File: src/hw/rtl/tcw_ram.sv
// Generic simple dual-port RAM with one write port and a registered read port.
module tcw_ram #(
  parameter int WIDTH = 8,
  parameter int DEPTH = 256
) (
  input  logic                     clk,
  input  logic                     wr_en,
  input  logic [$clog2(DEPTH)-1:0] wr_addr,
  input  logic [WIDTH-1:0]         wr_data,
  input  logic [$clog2(DEPTH)-1:0] rd_addr,
  output logic [WIDTH-1:0]         rd_data
);

  logic [WIDTH-1:0] mem [DEPTH];

  always_ff @(posedge clk) begin
    if (wr_en) begin
      mem[wr_addr] <= wr_data;
    end
    rd_data <= mem[rd_addr];
  end

endmodule

File: config.mk
export PLATFORM = sky130hd
export DESIGN_NAME = tcw_ram
export DESIGN_NICKNAME = d
export VERILOG_FILES = /design/src/hw/rtl/tcw_ram.sv
export SDC_FILE = /design/constraint.sdc
export NUM_CORES = 2
export LEC_CHECK = 0
export BUFFER_PORTS_ARGS = -buffer_cell sky130_fd_sc_hd__buf_2
export CAP_MARGIN = 20
export CORE_MARGIN = 2
export CORE_UTILIZATION = 34
export DETAILED_ROUTE_END_ITERATION = 8
export GPL_ROUTABILITY_DRIVEN = 0
export GPL_TIMING_DRIVEN = 0
export SYNTH_ARGS = -nofsm -noshare
export SYNTH_HDL_FRONTEND = slang
export SYNTH_SLANG_ARGS = --single-unit
File: constraint.sdc
create_clock -name clk -period 2.5 [get_ports clk]
set_input_delay 0.125 -clock clk [delete_from_list [all_inputs] [get_ports clk]]
set_output_delay 0.125 -clock clk [all_outputs]
set_load 0.01 [all_outputs]
==> results.sh <==
export IMPL_outcome="finished, violations left"
export IMPL_violations="negative setup slack"
export IMPL_cts_sinks=2056
export IMPL_crit_type="input pin to register"
export IMPL_insertion_delay_ns=0.82
export IMPL_cts_root_buf="clkbuf_16"
export IMPL_maxSlewHeadroom=0.222
export IMPL_critPathMaxFanout=10
export IMPL_synth_area_top_cells="edfxtp_1 77%, mux4_2 13%, mux2i_1 1.7%"
export IMPL_drive_gt1_frac=0.286
export IMPL_grt_busiest_layer="met2"
export IMPL_p_sw_frac=0.222
export IMPL_hold_class="input pin to register"
export IMPL_async_flop_share=0
export IMPL_wirelength_um=247000
export IMPL_crit_slowest_cell="nor2_1"
export IMPL_die_y_um=488
export IMPL_core_area_sq_mm=0.233
export IMPL_critPathArrivalTime_ns=3.12
export IMPL_holdWs_ns=0.229
export IMPL_grt_ovfl_total=0
export IMPL_grt_max_degree=161
export IMPL_finalHoldViolCount=0
export IMPL_met3_usage=0.0543
export IMPL_synth_top_area_share=0.773
export IMPL_cts_tree="built"
export IMPL_slew_viol_final=0
export IMPL_htree_levels=4
export IMPL_crit_chain="clkbuf_1, nor2b_1, clkbuf_1, nand4_1, clkbuf_2, nor2_1"
export IMPL_r2r_start="mem[210][0]"
export IMPL_leakage_uw=0.0281
export IMPL_max_slew_worst_pin_slew_ns=1.16
export IMPL_r2r_end="rd_data[0]"
export IMPL_clockBufferDepth=3
export IMPL_grt_pass1_vias=40400
export IMPL_die_area_sq_mm=0.238
export IMPL_sequentialPowerShare=0.516
export IMPL_grt_usage=0.204
export IMPL_reg2reg_depth=5
export IMPL_worstSetupStartpointType="input pin"
export IMPL_syn_nets=3759
export IMPL_max_stage_delay_ns=0.80
export IMPL_area_growth_synth_to_final_pct=15.9
export IMPL_grt_pass1_wl_um=335000
export IMPL_dp_hpwl_um=164000
export IMPL_initial_core_util=0.342
export IMPL_register_area_sq_mm=0.0617
export IMPL_finalSetupViolCount=275
export IMPL_critPathRequiredTime_ns=2.96
export IMPL_r2r_setup_slack_ns=-0.03
export IMPL_yosys_warnings=0
export IMPL_antenna_found_initial=16
export IMPL_fill_cells=20600
export IMPL_crit_path_end_kind="register"
export IMPL_wire_per_inst_um=34.1
export IMPL_met1_usage=0.270
export IMPL_internal_power_uw=57300
export IMPL_synth_edf_count=2048
export IMPL_final_net_count=4041
export IMPL_clock_skew_ns=0.0246
export IMPL_fp_dieW_um=488
export IMPL_post_route_min_period_ns=2.66
export IMPL_rows=177
export IMPL_synth_seq_cells=2056
export IMPL_cp_num_buf_inv=3
export IMPL_cp_num_cells=6
export IMPL_synth_area_leader_cell="edfxtp_1"
export IMPL_dp_slack_ns=-2.02
export IMPL_min_delay_start="wr_addr[7]"
export IMPL_syn_area_per_cell_sq_um=21.3
export IMPL_p_per_area_mw_per_mm2=799
export IMPL_dr_total_vias=41600
export IMPL_synth_ff_type="edfxtp_1"
export IMPL_synth_distinct_cells=55
export IMPL_comb_power_share=0.059
export IMPL_synth_most_common_cell="edfxtp_1"
export IMPL_finalCritPeriodShare=1.06
export IMPL_crit_path_start="wr_addr[1]"
export IMPL_postLayoutCoreUtil=0.397
export IMPL_rsz0062_at_grt="yes"
export IMPL_cts_made_buffers=205
export IMPL_firstDrtPassIters=6
export IMPL_synth_top_cells_by_count="2048 x edfxtp_1, 454 x mux4_2, 282 x nor2_1"
export IMPL_avgViaCountPerCell=5.76
export IMPL_peakVddDrop_mv=0.643
export IMPL_port_buffers=26
export IMPL_io_pins=34
export IMPL_setup_ws_ns=-0.157
export IMPL_fmaxAchievable_mhz=376
export IMPL_multi_input_area_sq_mm=0.0173
export IMPL_cts_clk_slew_worst_paths_ns=0.06
export IMPL_grtUsageMet2=0.319
export IMPL_syn_area_sq_mm=0.0796
export IMPL_ys_seq_area_frac=0.775
export IMPL_drc=0
export IMPL_pwr_share_clk=0.424
export IMPL_cap_violations=0
export IMPL_cpMostUsedCell="clkbuf_1"
export IMPL_ant_nets=0
export IMPL_critical_path_top_delay_family="simple AND/OR/NAND/NOR gates"
export IMPL_switchingPower_uw=16300
export IMPL_postSynthCellCount=3733
export IMPL_drtIter0Drc=6574
export IMPL_endpoint="mem[110][7]"
-- worst min path at each step --
stage,end,slack [ns],depth (start not counted)
after floorplan,mem[0][0],0.22,0
after CTS,mem[21][7],0.12,4
after detailed placement,rd_data[3],0.53,1
after global placement,rd_data[6],0.53,1
after global routing,mem[21][7],0.21,4
final,mem[21][7],0.23,4
-- metrics by stage --
step	cells	TNS (ns)	area [sq um]	power, uW
global route	7232	-6.99	92200	75200
floorplan	3733	0	79600	40600
CTS	7224	-0.127	91700	73700
finish	7235	-14.00	92200	73600
global placement	6802	-5312.53	83500	42800
detailed placement	6839	-988.42	84300	42800
-- registers in the layout, summed over array words and instances (netlist names) --
signal / cells
mem: 2048
rd_data: 8
-- area by class of cell --
| cell class | count | area share |
|---|---|---|
| Clock buffer | 244 | 0.0579 |
| Multi-Input combinational cell | 1442 | 0.188 |
| Clock inverter | 134 | 0.0154 |
| Tap cell | 3043 | 0.0413 |
| Antenna cell | 6 | 0.000163 |
| Timing Repair Buffer | 76 | 0.0107 |
| Buffer | 232 | 0.0176 |
| Inverter | 2 | 0.0000814 |
| Sequential cell | 2056 | 0.669 |
-- cells by family after synthesis --
family / share of synthesized area
AO/OA/AOI/OAI: 0.0342
buffers and inverters: 0.0183
flip-flops: 0.775
multiplexers: 0.146
AND/OR/NAND/NOR: 0.0263
-- repair_timing --
action,in CTS,in global routing
pin swaps,0,6
endpoints found under the setup margin,137,688
gates resized for setup,177,157
setup buffers,0,1
hold buffers,8,0
hold endpoints to repair,789,0
-- per-layer routing --
layer  wire length (um)  vias up
met5                 27        -
met4              11700        4
met3              26300      501
met2             115000     2471
met1              94300    22400
li1                   -    16300
-- worst register-to-register path: cells and delay by family, from the launching register on --
kind	cells	cell delay [ns]
AO/OA/AOI/OAI	2	0.66
AND/OR/NAND/NOR	2	0.87
flip-flops	1	0.36
multiplexers	1	0.49
-- placed cells by master, fill, tap and decap left out, types with 8 or more instances in the layout --
| master | count |
|---|---|
| o221ai_1 | 44 |
| clkbuf_16 | 208 |
| clkinv_2 | 40 |
| buf_4 | 42 |
| nand4_1 | 10 |
| nor3_2 | 9 |
| o22ai_1 | 28 |
| buf_6 | 27 |
| a21oi_2 | 11 |
| buf_16 | 15 |
| mux2i_1 | 134 |
| buf_2 | 54 |
| clkbuf_4 | 12 |
| nor4_2 | 8 |
| nand2b_1 | 8 |
| a21oi_1 | 85 |
| nor2b_1 | 30 |
| dfxtp_1 | 8 |
| a22o_1 | 8 |
| clkbuf_1 | 83 |
| a211oi_1 | 14 |
| nor2_2 | 117 |
| o211ai_1 | 10 |
| clkbuf_2 | 54 |
| buf_8 | 31 |
| mux4_2 | 455 |
| bufinv_16 | 26 |
| clkinv_1 | 48 |
| nor2_1 | 161 |
| nand3_1 | 33 |
| a22oi_1 | 132 |
| nand2_1 | 32 |
| buf_1 | 8 |
| nor4_4 | 12 |
| buf_12 | 9 |
| edfxtp_1 | 2048 |
| dlygate4sd3_1 | 8 |
-- power groups by stage --
| stage | combinational (uW) | clock (uW) | sequential [uW] |
|---|---|---|---|
| after CTS | 4220 | 31500 | 38000 |
| after global placement | 3900 | 0 | 38900 |
| after global routing | 4440 | 32700 | 38000 |
| after floorplan | 1850 | 0 | 38800 |
| after detailed placement | 4080 | 0 | 38800 |
| final | 4360 | 31300 | 38000 |
No activity file was read; power rests on OpenSTA's default activity.
